<file path="src/rbd_pkg.sv">
package rbd_pkg;

    localparam int MAX_WIDTH_DEF   = 32;
    localparam int LABEL_BITS_DEF  = 8;
    localparam int ROW_BITS        = 10;
    localparam int MAX_HEIGHT      = 1024;
    localparam int RST_HEIGHT      = 32;
    localparam int WIDTH_CFG_BITS  = 6;
    localparam int HEIGHT_CFG_BITS = 11;
    localparam int CFG_IDX_BITS    = 2;
    localparam int CFG_DATA_BITS   = 11;

    localparam logic [CFG_IDX_BITS-1:0] CFG_FRAME_WIDTH  = CFG_IDX_BITS'(0);
    localparam logic [CFG_IDX_BITS-1:0] CFG_FRAME_HEIGHT = CFG_IDX_BITS'(1);

    localparam logic [7:0] ALPHA_BORDER = 8'd255;
    localparam logic [7:0] ALPHA_INNER  = 8'd63;

    typedef struct packed {
        logic [7:0] region_label;
        logic       labelled;
    } t_in_item;

    typedef struct packed {
        logic [7:0] out_label;
        logic       drawn;
        logic       is_border;
        logic [7:0] alpha;
        logic       frame_last;
    } t_out_item;

    typedef enum logic [1:0] {
        EV_PIXEL,
        EV_COLUMN,
        EV_EDGE
    } t_ev_kind;

    typedef struct packed {
        logic     valid;
        t_ev_kind kind;
        logic     judge;
        logic     top_ok;
        logic     bot_ok;
        logic     flush_last;
        logic     hold;
        logic     pend_out;
    } t_ev;

    typedef enum logic [2:0] {
        ST_RUN,
        ST_EDGE,
        ST_EDGE_LAST,
        ST_FLUSH,
        ST_FLUSH_EDGE
    } t_state;

endpackage

</file>
<file path="src/region_border_detect_top.sv">
// A result leaves the output register once the transaction that completes its 3x3 window has
// passed the input register and then the result register; a stalled output holds both.
// Pixels are accepted one per cycle within a row while the output is not stalled; each row after
// the first adds a right-edge column step, and the last pixel of a frame is followed by a flush.
// Reset: synchronous, active low; clears control and window state, line stores keep contents.
module region_border_detect_top #(
    parameter int MAX_WIDTH  = rbd_pkg::MAX_WIDTH_DEF,
    parameter int LABEL_BITS = rbd_pkg::LABEL_BITS_DEF
) (
    input  logic                              i_clk,
    input  logic                              i_rst_n,
    input  logic                              i_cfg_valid,
    output logic                              o_cfg_ready,
    input  logic [rbd_pkg::CFG_IDX_BITS-1:0]  i_cfg_index,
    input  logic [rbd_pkg::CFG_DATA_BITS-1:0] i_cfg_data,
    input  logic                              i_in_valid,
    output logic                              o_in_ready,
    input  rbd_pkg::t_in_item                 i_in_data,
    output logic                              o_out_valid,
    input  logic                              i_out_ready,
    output rbd_pkg::t_out_item                o_out_data
);
    import rbd_pkg::*;

    localparam int COL_BITS = $clog2(MAX_WIDTH);
    localparam int PIX_BITS = LABEL_BITS + 1;

    t_ev                 w_ev;
    logic [COL_BITS-1:0] w_ev_col;
    logic [PIX_BITS-1:0] w_ev_pix;
    logic                w_adv;

    rbd_ctrl #(
        .MAX_WIDTH  (MAX_WIDTH),
        .LABEL_BITS (LABEL_BITS)
    ) u_ctrl (
        .i_clk       (i_clk),
        .i_rst_n     (i_rst_n),
        .i_cfg_valid (i_cfg_valid),
        .o_cfg_ready (o_cfg_ready),
        .i_cfg_index (i_cfg_index),
        .i_cfg_data  (i_cfg_data),
        .i_in_valid  (i_in_valid),
        .o_in_ready  (o_in_ready),
        .i_in_data   (i_in_data),
        .i_adv       (w_adv),
        .o_ev        (w_ev),
        .o_ev_col    (w_ev_col),
        .o_ev_pix    (w_ev_pix)
    );

    rbd_judge #(
        .MAX_WIDTH  (MAX_WIDTH),
        .LABEL_BITS (LABEL_BITS)
    ) u_judge (
        .i_clk       (i_clk),
        .i_rst_n     (i_rst_n),
        .i_ev        (w_ev),
        .i_ev_col    (w_ev_col),
        .i_ev_pix    (w_ev_pix),
        .o_adv       (w_adv),
        .o_out_valid (o_out_valid),
        .i_out_ready (i_out_ready),
        .o_out_data  (o_out_data)
    );

    a_accept_to_event: assert property (@(posedge i_clk) disable iff (!i_rst_n)
        i_in_valid && o_in_ready |=> w_ev.valid && (w_ev.kind == EV_PIXEL))
        else $error("accepted transaction did not reach the input register");

    a_edge_judges: assert property (@(posedge i_clk) disable iff (!i_rst_n)
        w_ev.valid && (w_ev.kind == EV_EDGE) |-> w_ev.judge)
        else $error("right-edge column without a judged pixel");

    a_hold_is_last: assert property (@(posedge i_clk) disable iff (!i_rst_n)
        w_ev.valid && w_ev.hold |-> w_ev.flush_last && !w_ev.pend_out)
        else $error("held result is not the final pixel of the frame");

    a_alpha_border: assert property (@(posedge i_clk) disable iff (!i_rst_n)
        o_out_valid && o_out_data.drawn |->
            ((o_out_data.alpha == ALPHA_BORDER) == o_out_data.is_border))
        else $error("alpha does not match border flag");

endmodule

</file>
<file path="src/rbd_ctrl.sv">
module rbd_ctrl #(
    parameter int MAX_WIDTH  = rbd_pkg::MAX_WIDTH_DEF,
    parameter int LABEL_BITS = rbd_pkg::LABEL_BITS_DEF,
    localparam int COL_BITS  = $clog2(MAX_WIDTH),
    localparam int PIX_BITS  = LABEL_BITS + 1
) (
    input  logic                                 i_clk,
    input  logic                                 i_rst_n,
    input  logic                                 i_cfg_valid,
    output logic                                 o_cfg_ready,
    input  logic [rbd_pkg::CFG_IDX_BITS-1:0]     i_cfg_index,
    input  logic [rbd_pkg::CFG_DATA_BITS-1:0]    i_cfg_data,
    input  logic                                 i_in_valid,
    output logic                                 o_in_ready,
    input  rbd_pkg::t_in_item                    i_in_data,
    input  logic                                 i_adv,
    output rbd_pkg::t_ev                         o_ev,
    output logic [COL_BITS-1:0]                  o_ev_col,
    output logic [PIX_BITS-1:0]                  o_ev_pix
);
    import rbd_pkg::*;

    t_state                  r_state, n_state;
    logic [COL_BITS-1:0]     r_col, n_col;
    logic [ROW_BITS-1:0]     r_row, n_row;
    logic [COL_BITS-1:0]     r_wlast, n_wlast;
    logic [ROW_BITS-1:0]     r_hlast, n_hlast;
    logic                    r_edge_top, n_edge_top;
    logic                    r_pend, n_pend;
    t_ev                     r_ev, n_ev;
    logic [COL_BITS-1:0]     r_ev_col, n_ev_col;
    logic [PIX_BITS-1:0]     r_ev_pix, n_ev_pix;

    logic                         accept;
    logic                         col_end;
    logic                         row_end;
    logic [LABEL_BITS+7:0]        lab_ext;
    logic [WIDTH_CFG_BITS-1:0]    wv;
    logic [HEIGHT_CFG_BITS-1:0]   hv;
    logic                         cfg_w;
    logic                         cfg_h;

    assign o_cfg_ready = 1'b1;
    assign o_in_ready  = i_adv && (r_state == ST_RUN);
    assign accept      = i_in_valid && o_in_ready;
    assign col_end     = (r_col == r_wlast);
    assign row_end     = (r_row == r_hlast);
    assign lab_ext     = {LABEL_BITS'(0), i_in_data.region_label};
    assign cfg_w       = i_cfg_valid && (i_cfg_index == CFG_FRAME_WIDTH);
    assign cfg_h       = i_cfg_valid && (i_cfg_index == CFG_FRAME_HEIGHT);

    always_comb begin
        wv = i_cfg_data[WIDTH_CFG_BITS-1:0];
        hv = i_cfg_data[HEIGHT_CFG_BITS-1:0];
        if (wv == '0) begin
            n_wlast = '0;
        end else if (wv > WIDTH_CFG_BITS'(MAX_WIDTH)) begin
            n_wlast = COL_BITS'(MAX_WIDTH - 1);
        end else begin
            n_wlast = COL_BITS'(wv - 1'b1);
        end
        if (hv == '0) begin
            n_hlast = '0;
        end else if (hv > HEIGHT_CFG_BITS'(MAX_HEIGHT)) begin
            n_hlast = ROW_BITS'(MAX_HEIGHT - 1);
        end else begin
            n_hlast = ROW_BITS'(hv - 1'b1);
        end
    end

    always_comb begin
        n_state    = r_state;
        n_col      = r_col;
        n_row      = r_row;
        n_edge_top = r_edge_top;
        n_pend     = r_pend;
        n_ev       = '0;
        n_ev.kind  = EV_PIXEL;
        n_ev_col   = r_col;
        n_ev_pix   = i_in_data.labelled ? {1'b1, lab_ext[LABEL_BITS-1:0]} : '0;
        case (r_state)
            ST_RUN: begin
                if (accept) begin
                    n_ev.valid    = 1'b1;
                    n_ev.kind     = EV_PIXEL;
                    n_ev.judge    = (r_row != '0) && (r_col != '0);
                    n_ev.top_ok   = (r_row > ROW_BITS'(1));
                    n_ev.bot_ok   = 1'b1;
                    n_ev.pend_out = r_pend;
                    n_pend        = 1'b0;
                    n_edge_top    = (r_row > ROW_BITS'(1));
                    if (col_end) begin
                        n_col = '0;
                        n_row = row_end ? '0 : r_row + 1'b1;
                        if (r_row != '0) begin
                            n_state = row_end ? ST_EDGE_LAST : ST_EDGE;
                        end else begin
                            n_state = row_end ? ST_FLUSH : ST_RUN;
                        end
                    end else begin
                        n_col = r_col + 1'b1;
                    end
                end
            end
            ST_EDGE, ST_EDGE_LAST: begin
                n_ev.valid  = 1'b1;
                n_ev.kind   = EV_EDGE;
                n_ev.judge  = 1'b1;
                n_ev.top_ok = r_edge_top;
                n_ev.bot_ok = 1'b1;
                n_ev_col    = '0;
                n_state     = (r_state == ST_EDGE_LAST) ? ST_FLUSH : ST_RUN;
            end
            ST_FLUSH: begin
                n_ev.valid  = 1'b1;
                n_ev.kind   = EV_COLUMN;
                n_ev.judge  = (r_col != '0);
                n_ev.top_ok = (r_hlast != '0);
                if (col_end) begin
                    n_col   = '0;
                    n_state = ST_FLUSH_EDGE;
                end else begin
                    n_col = r_col + 1'b1;
                end
            end
            ST_FLUSH_EDGE: begin
                n_ev.valid      = 1'b1;
                n_ev.kind       = EV_EDGE;
                n_ev.judge      = 1'b1;
                n_ev.top_ok     = (r_hlast != '0);
                n_ev.flush_last = 1'b1;
                // full-width frame taller than one row: final pixel waits for the next transaction
                n_ev.hold       = (r_wlast == COL_BITS'(MAX_WIDTH - 1)) && (r_hlast != '0);
                n_pend          = n_ev.hold;
                n_ev_col        = '0;
                n_state         = ST_RUN;
            end
            default: begin
                n_state = ST_RUN;
            end
        endcase
    end

    always_ff @(posedge i_clk) begin
        if (!i_rst_n) begin
            r_state    <= ST_RUN;
            r_col      <= '0;
            r_row      <= '0;
            r_wlast    <= COL_BITS'(MAX_WIDTH - 1);
            r_hlast    <= ROW_BITS'(RST_HEIGHT - 1);
            r_edge_top <= 1'b0;
            r_pend     <= 1'b0;
            r_ev       <= '0;
        end else begin
            if (i_adv) begin
                r_state    <= n_state;
                r_col      <= n_col;
                r_row      <= n_row;
                r_edge_top <= n_edge_top;
                r_pend     <= n_pend;
                r_ev       <= n_ev;
            end
            if (cfg_w || cfg_h) begin
                r_state <= ST_RUN;
                r_col   <= '0;
                r_row   <= '0;
                r_pend  <= 1'b0;
            end
            if (cfg_w) begin
                r_wlast <= n_wlast;
            end
            if (cfg_h) begin
                r_hlast <= n_hlast;
            end
        end
    end

    always_ff @(posedge i_clk) begin
        if (i_adv) begin
            r_ev_col <= n_ev_col;
            r_ev_pix <= n_ev_pix;
        end
    end

    assign o_ev     = r_ev;
    assign o_ev_col = r_ev_col;
    assign o_ev_pix = r_ev_pix;

endmodule

</file>
<file path="src/rbd_judge.sv">
module rbd_judge #(
    parameter int MAX_WIDTH  = rbd_pkg::MAX_WIDTH_DEF,
    parameter int LABEL_BITS = rbd_pkg::LABEL_BITS_DEF,
    localparam int COL_BITS  = $clog2(MAX_WIDTH),
    localparam int PIX_BITS  = LABEL_BITS + 1
) (
    input  logic                  i_clk,
    input  logic                  i_rst_n,
    input  rbd_pkg::t_ev          i_ev,
    input  logic [COL_BITS-1:0]   i_ev_col,
    input  logic [PIX_BITS-1:0]   i_ev_pix,
    output logic                  o_adv,
    output logic                  o_out_valid,
    input  logic                  i_out_ready,
    output rbd_pkg::t_out_item    o_out_data
);
    import rbd_pkg::*;

    logic [PIX_BITS-1:0] r_line_a [MAX_WIDTH];
    logic [PIX_BITS-1:0] r_line_b [MAX_WIDTH];

    logic [PIX_BITS-1:0] r_l_top, r_l_mid, r_l_bot;
    logic [PIX_BITS-1:0] r_c_top, r_c_mid, r_c_bot;
    logic                r_l_ok, r_c_ok;
    logic                r_out_valid;
    t_out_item           r_out;
    t_out_item           r_pend;

    logic [PIX_BITS-1:0]   n_top, n_mid, n_bot;
    logic                  n_ok;
    logic                  mism;
    logic                  drawn;
    logic                  border;
    logic [LABEL_BITS+7:0] lab_ext;
    t_out_item             judged;
    logic                  emit;

    assign o_adv = !r_out_valid || i_out_ready;
    assign n_top = r_line_b[i_ev_col];
    assign n_mid = r_line_a[i_ev_col];
    assign n_bot = i_ev_pix;
    assign n_ok  = (i_ev.kind != EV_EDGE);

    always_comb begin
        mism = 1'b0;
        if (i_ev.top_ok && (r_c_top != r_c_mid)) mism = 1'b1;
        if (i_ev.bot_ok && (r_c_bot != r_c_mid)) mism = 1'b1;
        if (r_l_ok) begin
            if (r_l_mid != r_c_mid) mism = 1'b1;
            if (i_ev.top_ok && (r_l_top != r_c_mid)) mism = 1'b1;
            if (i_ev.bot_ok && (r_l_bot != r_c_mid)) mism = 1'b1;
        end
        if (n_ok) begin
            if (n_mid != r_c_mid) mism = 1'b1;
            if (i_ev.top_ok && (n_top != r_c_mid)) mism = 1'b1;
            if (i_ev.bot_ok && (n_bot != r_c_mid)) mism = 1'b1;
        end
    end

    always_comb begin
        drawn             = r_c_mid[LABEL_BITS];
        border            = drawn && mism;
        lab_ext           = {8'd0, r_c_mid[LABEL_BITS-1:0]};
        judged.out_label  = drawn ? lab_ext[7:0] : 8'd0;
        judged.drawn      = drawn;
        judged.is_border  = border;
        judged.alpha      = drawn ? (border ? ALPHA_BORDER : ALPHA_INNER) : 8'd0;
        judged.frame_last = i_ev.flush_last;
    end

    assign emit = i_ev.valid && ((i_ev.judge && !i_ev.hold) || i_ev.pend_out);

    always_ff @(posedge i_clk) begin
        if (!i_rst_n) begin
            r_out_valid <= 1'b0;
            r_l_ok      <= 1'b0;
            r_c_ok      <= 1'b0;
            r_l_top     <= '0;
            r_l_mid     <= '0;
            r_l_bot     <= '0;
            r_c_top     <= '0;
            r_c_mid     <= '0;
            r_c_bot     <= '0;
        end else if (o_adv) begin
            r_out_valid <= emit;
            if (i_ev.valid) begin
                r_l_top <= r_c_top;
                r_l_mid <= r_c_mid;
                r_l_bot <= r_c_bot;
                r_c_top <= n_top;
                r_c_mid <= n_mid;
                r_c_bot <= n_bot;
                r_l_ok  <= (n_ok && (i_ev_col == '0)) ? 1'b0 : r_c_ok;
                r_c_ok  <= n_ok;
            end
        end
    end

    always_ff @(posedge i_clk) begin
        if (o_adv) begin
            r_out <= i_ev.pend_out ? r_pend : judged;
            if (i_ev.valid && i_ev.hold) begin
                r_pend <= judged;
            end
            if (i_ev.valid && (i_ev.kind == EV_PIXEL)) begin
                r_line_b[i_ev_col] <= r_line_a[i_ev_col];
                r_line_a[i_ev_col] <= i_ev_pix;
            end
        end
    end

    assign o_out_valid = r_out_valid;
    assign o_out_data  = r_out;

endmodule

</file>
<file path="config.mk">
export PLATFORM = sky130hd
export DESIGN_NAME = region_border_detect_top
export DESIGN_NICKNAME = d
export VERILOG_FILES = /design/src/rbd_pkg.sv /design/src/region_border_detect_top.sv /design/src/rbd_ctrl.sv /design/src/rbd_judge.sv
export SDC_FILE = /design/constraint.sdc
export NUM_CORES = 1
export LEC_CHECK = 0
export BUFFER_PORTS_ARGS = -buffer_cell sky130_fd_sc_hd__buf_2
export CAP_MARGIN = 10
export CORE_AREA = 2 2 245 247
export DETAILED_ROUTE_END_ITERATION = 8
export DIE_AREA = 0 0 247 249
export GPL_TIMING_DRIVEN = 1
export PLACE_DENSITY = 0.65
export RECOVER_POWER = 25
export SKIP_CTS_REPAIR_TIMING = 1
export SLEW_MARGIN = 20
export SYNTH_ARGS = -nofsm -noshare
export SYNTH_HDL_FRONTEND = slang
export SYNTH_HIERARCHICAL = 1
export SYNTH_SLANG_ARGS = --single-unit
export TNS_END_PERCENT = 100
</file>
<file path="constraint.sdc">
create_clock -name i_clk -period 6.5 [get_ports i_clk]
set_input_delay 1.3 -clock i_clk [delete_from_list [all_inputs] [get_ports i_clk]]
set_output_delay 1.3 -clock i_clk [all_outputs]
set_load 0.01 [all_outputs]
</file>
### After elaboration in Yosys (flattened, before gate mapping)

Memories as Yosys holds them, arrays and structs flattened. A register that Yosys moved wholly into a read port is not among the register bits.
Index checks and enable logic that the tools add are counted.

* RAM bits: 576
* flip-flop bits (word level): 153
* output and inout bits: 22
* word-level logic and storage cells: 158
* memories: 2
* bits of input ports: 27

Memory list
* u_judge.r_line_a: words 32, width 9, read ports 1, clocked after Yosys merged registers in 1, write ports 1, line rbd_judge.sv:19 `logic [PIX_BITS-1:0] r_line_a [MAX_WIDTH];`
* u_judge.r_line_b: words 32, width 9, read ports 1, clocked after Yosys merged registers in 1, write ports 1, line rbd_judge.sv:20 `logic [PIX_BITS-1:0] r_line_b [MAX_WIDTH];`

* equal/unequal tests: 20
* reductions and logical operators: 44
* order comparisons: 3
* bitwise operators: 1
* add/sub/neg operators: 4
* muxes and demuxes: 47

Operators with widths (number)
* != test 9 bit: 8
* 2-to-1 mux 5 bit: 8
* 2-to-1 mux 10 bit: 3
* 2-to-1 mux 8 bit: 3
* case mux 5 bit (4 select lines): 1
* nonzero test 10 bit: 2
* 2-to-1 mux 19 bit: 1
* logical AND 1 bit: 18
* 2-to-1 mux 1 bit: 17
* 2-to-1 mux 3 bit: 4
* > comparator 11 bit, second input constant: 1
* logical NOT 11 bit: 1
* adder 10 x 1 -> 10 bit, second input constant: 1
* == test 10 bit: 1
* > comparator 10 x 1 -> 1 bit, second input constant: 1
* case mux 5 bit (2 select lines): 1
* subtractor 10 x 1 -> 10 bit, second input constant: 1
* 2-to-1 mux 9 bit: 1
* case mux 3 bit (3 select lines): 1
* AND reduction 3 bit: 3
* 2-to-1 mux 2 bit: 4
* AND reduction 4 bit: 2
* == test 3 x 2 -> 1 bit, second input constant: 2
* > comparator 6 bit, second input constant: 1
* 23 further kinds: 33

### Depth between registers and ports, before layout

Gate-level depths: netlist (run 1).

* word-level depth: 16
* depth in mapped cells: 13
* mapped depth without buffers: 8

### Cells and area by module

The synthesis (run 1) kept the hierarchy.

By module, submodules not included
* rbd_judge: seq. area each 19098.3 sq um, instances 1, area an instance 26027.5 sq um, cells an instance 1509
* rbd_ctrl: seq. area each 1301.2 sq um, instances 1, area an instance 3128.0 sq um, cells an instance 364

### Least setup slack after synthesis (run 1)

Ideal clock, no wire load.

* kind: input -> register
* from: in i_out_ready
* to: mem u_judge/r_line_a[10][0] (netlist name) (enable)
* stages on the path: 5
* required time: 6.107 ns
* library setup time: 0.393 ns
* buffers on the path: 0
* setup slack: 2.397 ns
* arrival time: 3.711 ns
* cells stage by stage: nand2b_1 nand2_1 nor3_1 nand3b_1 nor2_1

* longest elaborated chain between the ends: 3

RTL lines
* start: declaration: line region_border_detect_top.sv:20 `input logic i_out_ready,`
* logical OR 1 bit: line rbd_judge.sv:38 `assign o_adv = !r_out_valid || i_out_ready;`
* 2-to-1 mux 1 bit: line rbd_judge.sv:100 `if (o_adv) begin`
* 2-to-1 mux 1 bit (implied by the code): line rbd_judge.sv:107 `r_line_a[i_ev_col] <= i_ev_pix;`
* end: declaration: line rbd_judge.sv:19

Every way passes these cells.

### Worst setup path in the final report (run 1)

* from: in i_out_ready
* to: out o_in_ready

* longest elaborated chain between the ends: 2

RTL lines
* logical OR 1 bit: line rbd_judge.sv:38
* via w_adv: line region_border_detect_top.sv:31 `logic w_adv;`
* logical AND 1 bit: line rbd_ctrl.sv:44 `assign o_in_ready = i_adv && (r_state == ST_RUN);`
* end: declaration: line region_border_detect_top.sv:17 `output logic o_in_ready,`

The timed path passes the listed nets, and every way through them passes these cells.

==> results of run 1 <==
## per-layer routing
| metal | share of wire | wire (um) |
|---|---|---|
| met3 | 0.084 | 6060 |
| met4 | 0.028 | 2030 |
| met1 | 0.42 | 30100 |
| met5 | 0 | 0 |
| met2 | 0.47 | 33900 |
## sequential cells by signal, indices dropped and copies added (netlist names), 3 cells and up
register / flops
u_judge/r_l_bot: 9
u_judge/r_pend: 11
u_judge/r_c_mid: 9
u_ctrl/o_ev_pix: 9
u_ctrl/r_col: 5
u_ctrl/r_hlast: 10
u_judge/o_out_data: 11
u_ctrl/r_state: 3
u_judge/r_c_bot: 9
u_ctrl/o_ev: 9
u_ctrl/r_wlast: 5
u_ctrl/o_ev_col: 5
u_judge/r_line_b: 288
u_judge/r_l_top: 9
u_ctrl/r_row: 10
u_judge/r_c_top: 9
u_judge/r_line_a: 288
u_judge/r_l_mid: 9
## critical path, cell delays in order
cell and delay, ns:
buf_2 0.08, nand2b_2 0.11, clkbuf_1 1.55, nor4b_4 0.60, buf_2 0.21
## final timing paths
check	slack [ns]	to	depth (start not counted)
worst min-delay path	0.47	u_judge/r_pend[0]$_DFFE_PP_	0
worst min register to register	0.47	u_judge/r_pend[0]$_DFFE_PP_	0
worst max register to register	1.79	u_judge/o_out_data[7]$_DFFE_PN_	8
worst max-delay path	1.35	o_in_ready	5
## per-stage QoR
stage	area (um^2)	total power [mW]	cells	worst slack (ns)
after floorplan	29200	5.50	1873	2.40
after global placement	30300	5.66	2637	1.99
after detailed placement	30300	5.67	2637	1.89
after CTS	32400	9.46	2763	1.88
after global routing	32400	9.67	2765	1.16
final	32400	9.39	2765	1.35
## power breakdown
part           internal [mW]  switching [mW]  leakage [nW]
clock network           2.14            1.67          1.06
registers               5.03          0.0473          6.46
logic                  0.181           0.318          3.07
total                   7.35            2.04          10.6
## layout make-up
cell class,count,area (um^2)
clock buffers,89,1930
clock inverters,37,216
fillers,4567,26300
inverters,14,52.6
multi-input cells,1030,8180
flip-flops and latches,713,20400
well taps,773,967
repair buffers,109,683
## synth_stat cells (all sizes together), types with 36 or more instances
library cell	count
clkbuf	40
xnor2	54
mux2i	178
edfxtp	612
nor4	36
nand2	124
o22ai	88
a21boi	40
dfxtp	101
nor2	85
nand3	38
xor2	41
mux4	56
buf	76
## cells by family (layout without fill, tap and decap cells)
logic type / Yosys count / after routing / synth area share
xor+xnor: 95 / 95 / 0.0285
fa+ha+maj: 7 / 7 / 0.00300
flops: 713 / 713 / 0.700
compound gates: 250 / 250 / 0.0578
other cells: 1 / 1 / 0.000129
buf+inv: 130 / 249 / 0.0231
simple gates: 433 / 433 / 0.0795
mux: 244 / 244 / 0.108
==> flow_metrics.tcl, run 1 <==
set metrics [dict create \
    wirelength_um 72100 \
    syn_area_um2 29200 \
    async_flop_share 0 \
    synth_edf_count 612 \
    ant_nets 0 \
    ys_top_cells_by_area "edfxtp_1 63%, dfxtp_1 6.9%, mux2i_1 6.1%" \
    overflow 0 \
    path_clk_slew_ns 0.06 \
    maxSlewHeadroom -0.438 \
    cts_tree "done" \
    via_per_inst 6.09 \
    clock_latency_ns 0.61 \
    final_nets 1972 \
    netlist-cell-type-count 68 \
    gr-max-usage-layer "met2" \
    grt_use_met2 0.362 \
    ir_worst_vdd_mv 0.173 \
    synth_cells 1873 \
    start_kind "input pin" \
    die_w_um 247 \
    grt_max_degree 81 \
    layout_common_cells "612 x edfxtp_1, 178 x mux2i_1, 122 x nand2_1" \
    area_growth_syn_to_layout_pct 11.2 \
    cts_buffers 70 \
    hp-start "u_ctrl/o_ev[2]$_SDFFE_PN0P_" \
    min_path_type "reg2reg" \
    endpoint_kind "output pin" \
    syn_avg_cell_area_um2 15.6 \
    crit_required_ns 5.20 \
    setup_violations 0 \
    max_freq_ghz 0.194 \
    first_global_vias 16100 \
    insertedDiodeCount 0 \
    finClkSkew_ns 0.0224 \
    cts_root_buf "clkbuf_16" \
    postLayoutCoreUtil 0.552 \
    timing.critical_path.arrival_ns 3.85 \
    cts-htree-levels 3 \
    synth-seq-cells 713 \
    portBuffers 47 \
    leakage_nw 10.6 \
    max_cap_violations 8 \
    grt_use_met1 0.329 \
    boundaryPins 49 \
    finalSetupTns_ns 0 \
    fin_crit_ns 5.15 \
    drc_errors 0 \
    place_hpwl_um 44400 \
    synth_top_area_cell "edfxtp_1" \
    ys_warn_count 6 \
    grt_pass1_wl_um 106000 \
    cts_max_path_buffers 3 \
    dr.pass1.iters 5 \
    drive_gt1_frac 0.162 \
    crit_fanout 41 \
    grt_usage 0.235 \
    grt_setup_unrepaired "no" \
    synth.top_cell.area_share 0.630 \
    critPathKind "in2out" \
    wl_per_cell_um 26.1 \
    cp-startpoint "i_out_ready" \
    outcome "finished, violations left" \
    worstMarginPinSlew_ns 2.16 \
    final_common_cell "edfxtp_1" \
    rows 89 \
    core_um2 58700 \
    grt_use_met3 0.0507 \
    hold_viol 0 \
    antenna_found_initial 0 \
    maxSlewViolCount 287 \
    place.gp.congestion 0.848 \
    r2r_start "u_ctrl/o_ev_col[3]$_SDFFCE_PP0P_" \
    drt_iter0_drc 1795 \
    die_area_um2 61500 \
    hold_ws_ns 0.472 \
    cts.sinks 713 \
    initial_core_util 0.497 \
    die_y_um 249 \
    vias 16800 \
    synthFlopType "edfxtp_1" \
    p_per_area_nw_per_um2 290 \
    yosysSeqAreaShare 0.700 \
    synth_nets 1907 \
    timing.final.crit_share 0.792 \
    failed_checks "capacitance limit, slew limit" \
]
Note: power is estimated with default switching activity, not from simulation.
==> run 2: changes to the inputs <==
ABC_AREA = 1   (was default)
CORE_AREA = 2 2 247 249   (was 2 2 245 247)
DIE_AREA = 0 0 249 251   (was 0 0 247 249)
PLACE_DENSITY = 0.68   (was 0.65)
clock period = 4.65 ns   (was 6.5 ns; I/O delays follow)
==> run 2 against run 1 <==
The run still ends with capacitance limit, slew limit left. Cell count up 35%. Design area up 2.3%. Sequential power is 41% higher.
==> flow_metrics.tcl, run 2 <==
set metrics [dict create \
    outcome "finished, violations left" \
    synth.top_cell.area_share 0.620 \
    ir_worst_vdd_mv 0.235 \
    synth_cells 2824 \
    cts_max_path_buffers 3 \
    final_common_cell "nand2_1" \
    grt_max_degree 80 \
    fillCellCount 5050 \
    worstMarginPinSlew_ns 2.31 \
    max_cap_violations 4 \
    clock_latency_ns 0.61 \
    ff_latch_area_um2 20400 \
    portBuffers 47 \
    top_layer "met5" \
    dr.pass1.iters 8 \
    endpoint "u_judge/o_out_data[7]$_DFFE_PN_" \
    area_growth_syn_to_layout_pct 11.9 \
    boundaryPins 49 \
    cts_root_buf "clkbuf_16" \
    yosysMostFrequentCell "nand2_1" \
    synthFlopType "edfxtp_1" \
    r2r_slack_ns 1.06 \
    finalSetupTns_ns 0 \
    wl_met2_um 36100 \
    final_nets 2937 \
    async_flop_share 0 \
    crit_cells 14 \
    failed_checks "capacitance limit, slew limit" \
    leakage_nw 12.8 \
    die_area_um2 62500 \
    timing.critical_path.arrival_ns 3.95 \
    synth_nets 2858 \
    reg2reg_depth 14 \
    postLayoutCoreUtil 0.555 \
    drc_errors 0 \
    rows 90 \
    path_clk_slew_ns 0.06 \
    hold_viol 0 \
    layout_common_cells "1157 x nand2_1, 612 x edfxtp_1, 188 x nor2_1" \
    timing.final.crit_share 0.773 \
    crit_fanout 34 \
    synth-seq-cells 713 \
    ys_warn_count 6 \
    vias 20700 \
    dp_cells 3609 \
    max_freq_ghz 0.278 \
    cp_common_cell "nand2_1" \
    p_per_area_nw_per_um2 406 \
    cts.sinks 713 \
    wl_per_cell_um 20.3 \
    r2r_start "u_ctrl/o_ev_pix[1]$_SDFFCE_PN0P_" \
    place.gp.congestion 0.913 \
    path_cells "clkbuf_1 > xnor2_1 > nor3b_1 > nand4_1 > nand2_1 > nand2_1 > nor2_1 > nand2_1 > nor2_1 > nand2_1 > nand2_1 > nand2_1 > nand2_1 > nand2_1" \
    drt_iter0_drc 2163 \
    multiInputGateArea_um2 8140 \
    synth_common_cells "1158 x nand2_1, 612 x edfxtp_1, 188 x nor2_1" \
    start_kind "register" \
    power.total_mw 13.5 \
    wl_met1_um 30900 \
    cp-startpoint "u_ctrl/o_ev_pix[1]$_SDFFCE_PN0P_" \
    grt_pass1_wl_um 116000 \
    syn_avg_cell_area_um2 10.5 \
    overflow 0 \
    syn_area_um2 29600 \
    min_path_type "reg2reg" \
    fin_crit_ns 3.59 \
    cts_tree "done" \
    insertedDiodeCount 0 \
    first_global_vias 20200 \
    finClkSkew_ns 0.0233 \
    synth_top_area_cell "edfxtp_1" \
    critPathBufInv 1 \
    critPathKind "reg2reg" \
    ant_nets 0 \
    netlist-cell-type-count 44 \
    endpoint_kind "register" \
    hold_path_depth 0 \
    setup_violations 0 \
    cts_buffers 74 \
    met3_length_um 6270 \
    grt_usage 0.244 \
    grt_setup_unrepaired "no" \
    crit_path_top_delay_cell "clkbuf_1" \
    cts-htree-levels 3 \
    via_per_inst 5.53 \
    die_y_um 251 \
    reg2reg_to "u_judge/o_out_data[7]$_DFFE_PN_" \
    maxSlewHeadroom -0.541 \
    slowest_delay_ns 1.64 \
    place_hpwl_um 46200 \
    synth_edf_count 612 \
    core_um2 59800 \
    hold_ws_ns 0.458 \
    drive_gt1_frac 0.0828 \
    ys_top_cells_by_area "edfxtp_1 62%, nand2_1 15%, dfxtp_1 6.8%" \
    antenna_found_initial 2 \
    crit_required_ns 5.00 \
    crit_family "buffers and inverters" \
    reg.largest.list "u_judge/r_line_a (288), u_judge/r_line_b (288)" \
    layoutNonFillerInstCount 3742 \
    die_w_um 249 \
    yosysSeqAreaShare 0.688 \
    wirelength_um 76100 \
    initial_core_util 0.496 \
    maxSlewViolCount 140 \
]
## run 2: worst min-delay path by stage
stage / startpoint / endpoint
2_1_floorplan: u_judge/r_c_mid[8]$_SDFFE_PN0P_ / u_judge/r_pend[6]$_DFFE_PP_
6_report: u_ctrl/o_ev[2]$_SDFFE_PN0P_ / u_judge/r_pend[0]$_DFFE_PP_
4_1_cts: u_ctrl/o_ev[2]$_SDFFE_PN0P_ / u_judge/r_pend[0]$_DFFE_PP_
5_1_grt: u_ctrl/o_ev[2]$_SDFFE_PN0P_ / u_judge/r_pend[0]$_DFFE_PP_
3_3_place_gp: u_ctrl/o_ev[2]$_SDFFE_PN0P_ / u_judge/r_pend[0]$_DFFE_PP_
3_5_place_dp: u_ctrl/o_ev[2]$_SDFFE_PN0P_ / u_judge/r_pend[0]$_DFFE_PP_
## run 2: metrics by stage
stage	worst slack [ns]	area (um^2)
after floorplan	1.06	29600
after global placement	1.13	31000
after detailed placement	1.10	31000
after CTS	1.08	33200
after global routing	0.878	33200
final	1.06	33200
## run 2: cell families (layout without fill, tap and decap cells)
family / after synthesis / in the layout / synth area share
and+or+nand+nor: 1530 / 1530 / 0.208
DFF: 713 / 713 / 0.688
buffers and inverters: 277 / 413 / 0.0381
AOI/OAI and AO/OA: 262 / 262 / 0.0519
xor gates and xnor gates: 34 / 34 / 0.0100
adders and majority gates: 7 / 7 / 0.00296
other: 1 / 1 / 0.000127
## run 2: cell type report
cell class / instances / area share
timing repair buffer: 132 / 0.0268
clock buffer: 103 / 0.0604
multi-input combinational: 1834 / 0.246
tap: 782 / 0.0295
inverter: 148 / 0.0168
sequential: 713 / 0.615
clock inverter: 30 / 0.00574
## run 2: where the power goes
group	switching (mW)	internal [mW]
Combinational	0.641	0.241
Sequential	0.0810	7.06
Clock	2.34	3.11
Total	3.07	10.4
## run 2: worst register-to-register path, stage by stage (launching register included)
cell and delay [ns]:
edfxtp_1 0.33, clkbuf_1 1.64, xnor2_1 0.22, nor3b_1 0.23
nand4_1 0.11, nand2_1 0.13, nand2_1 0.07, nor2_1 0.10
nand2_1 0.06, nor2_1 0.10, nand2_1 0.10, nand2_1 0.10
nand2_1 0.05, nand2_1 0.06, nand2_1 0.05
## run 2: metal layers
metal,vias up,GRT usage
met5,-,0
met4,2,0.106
met3,161,0.0503
met2,836,0.398
met1,9987,0.320
li1,9695,-
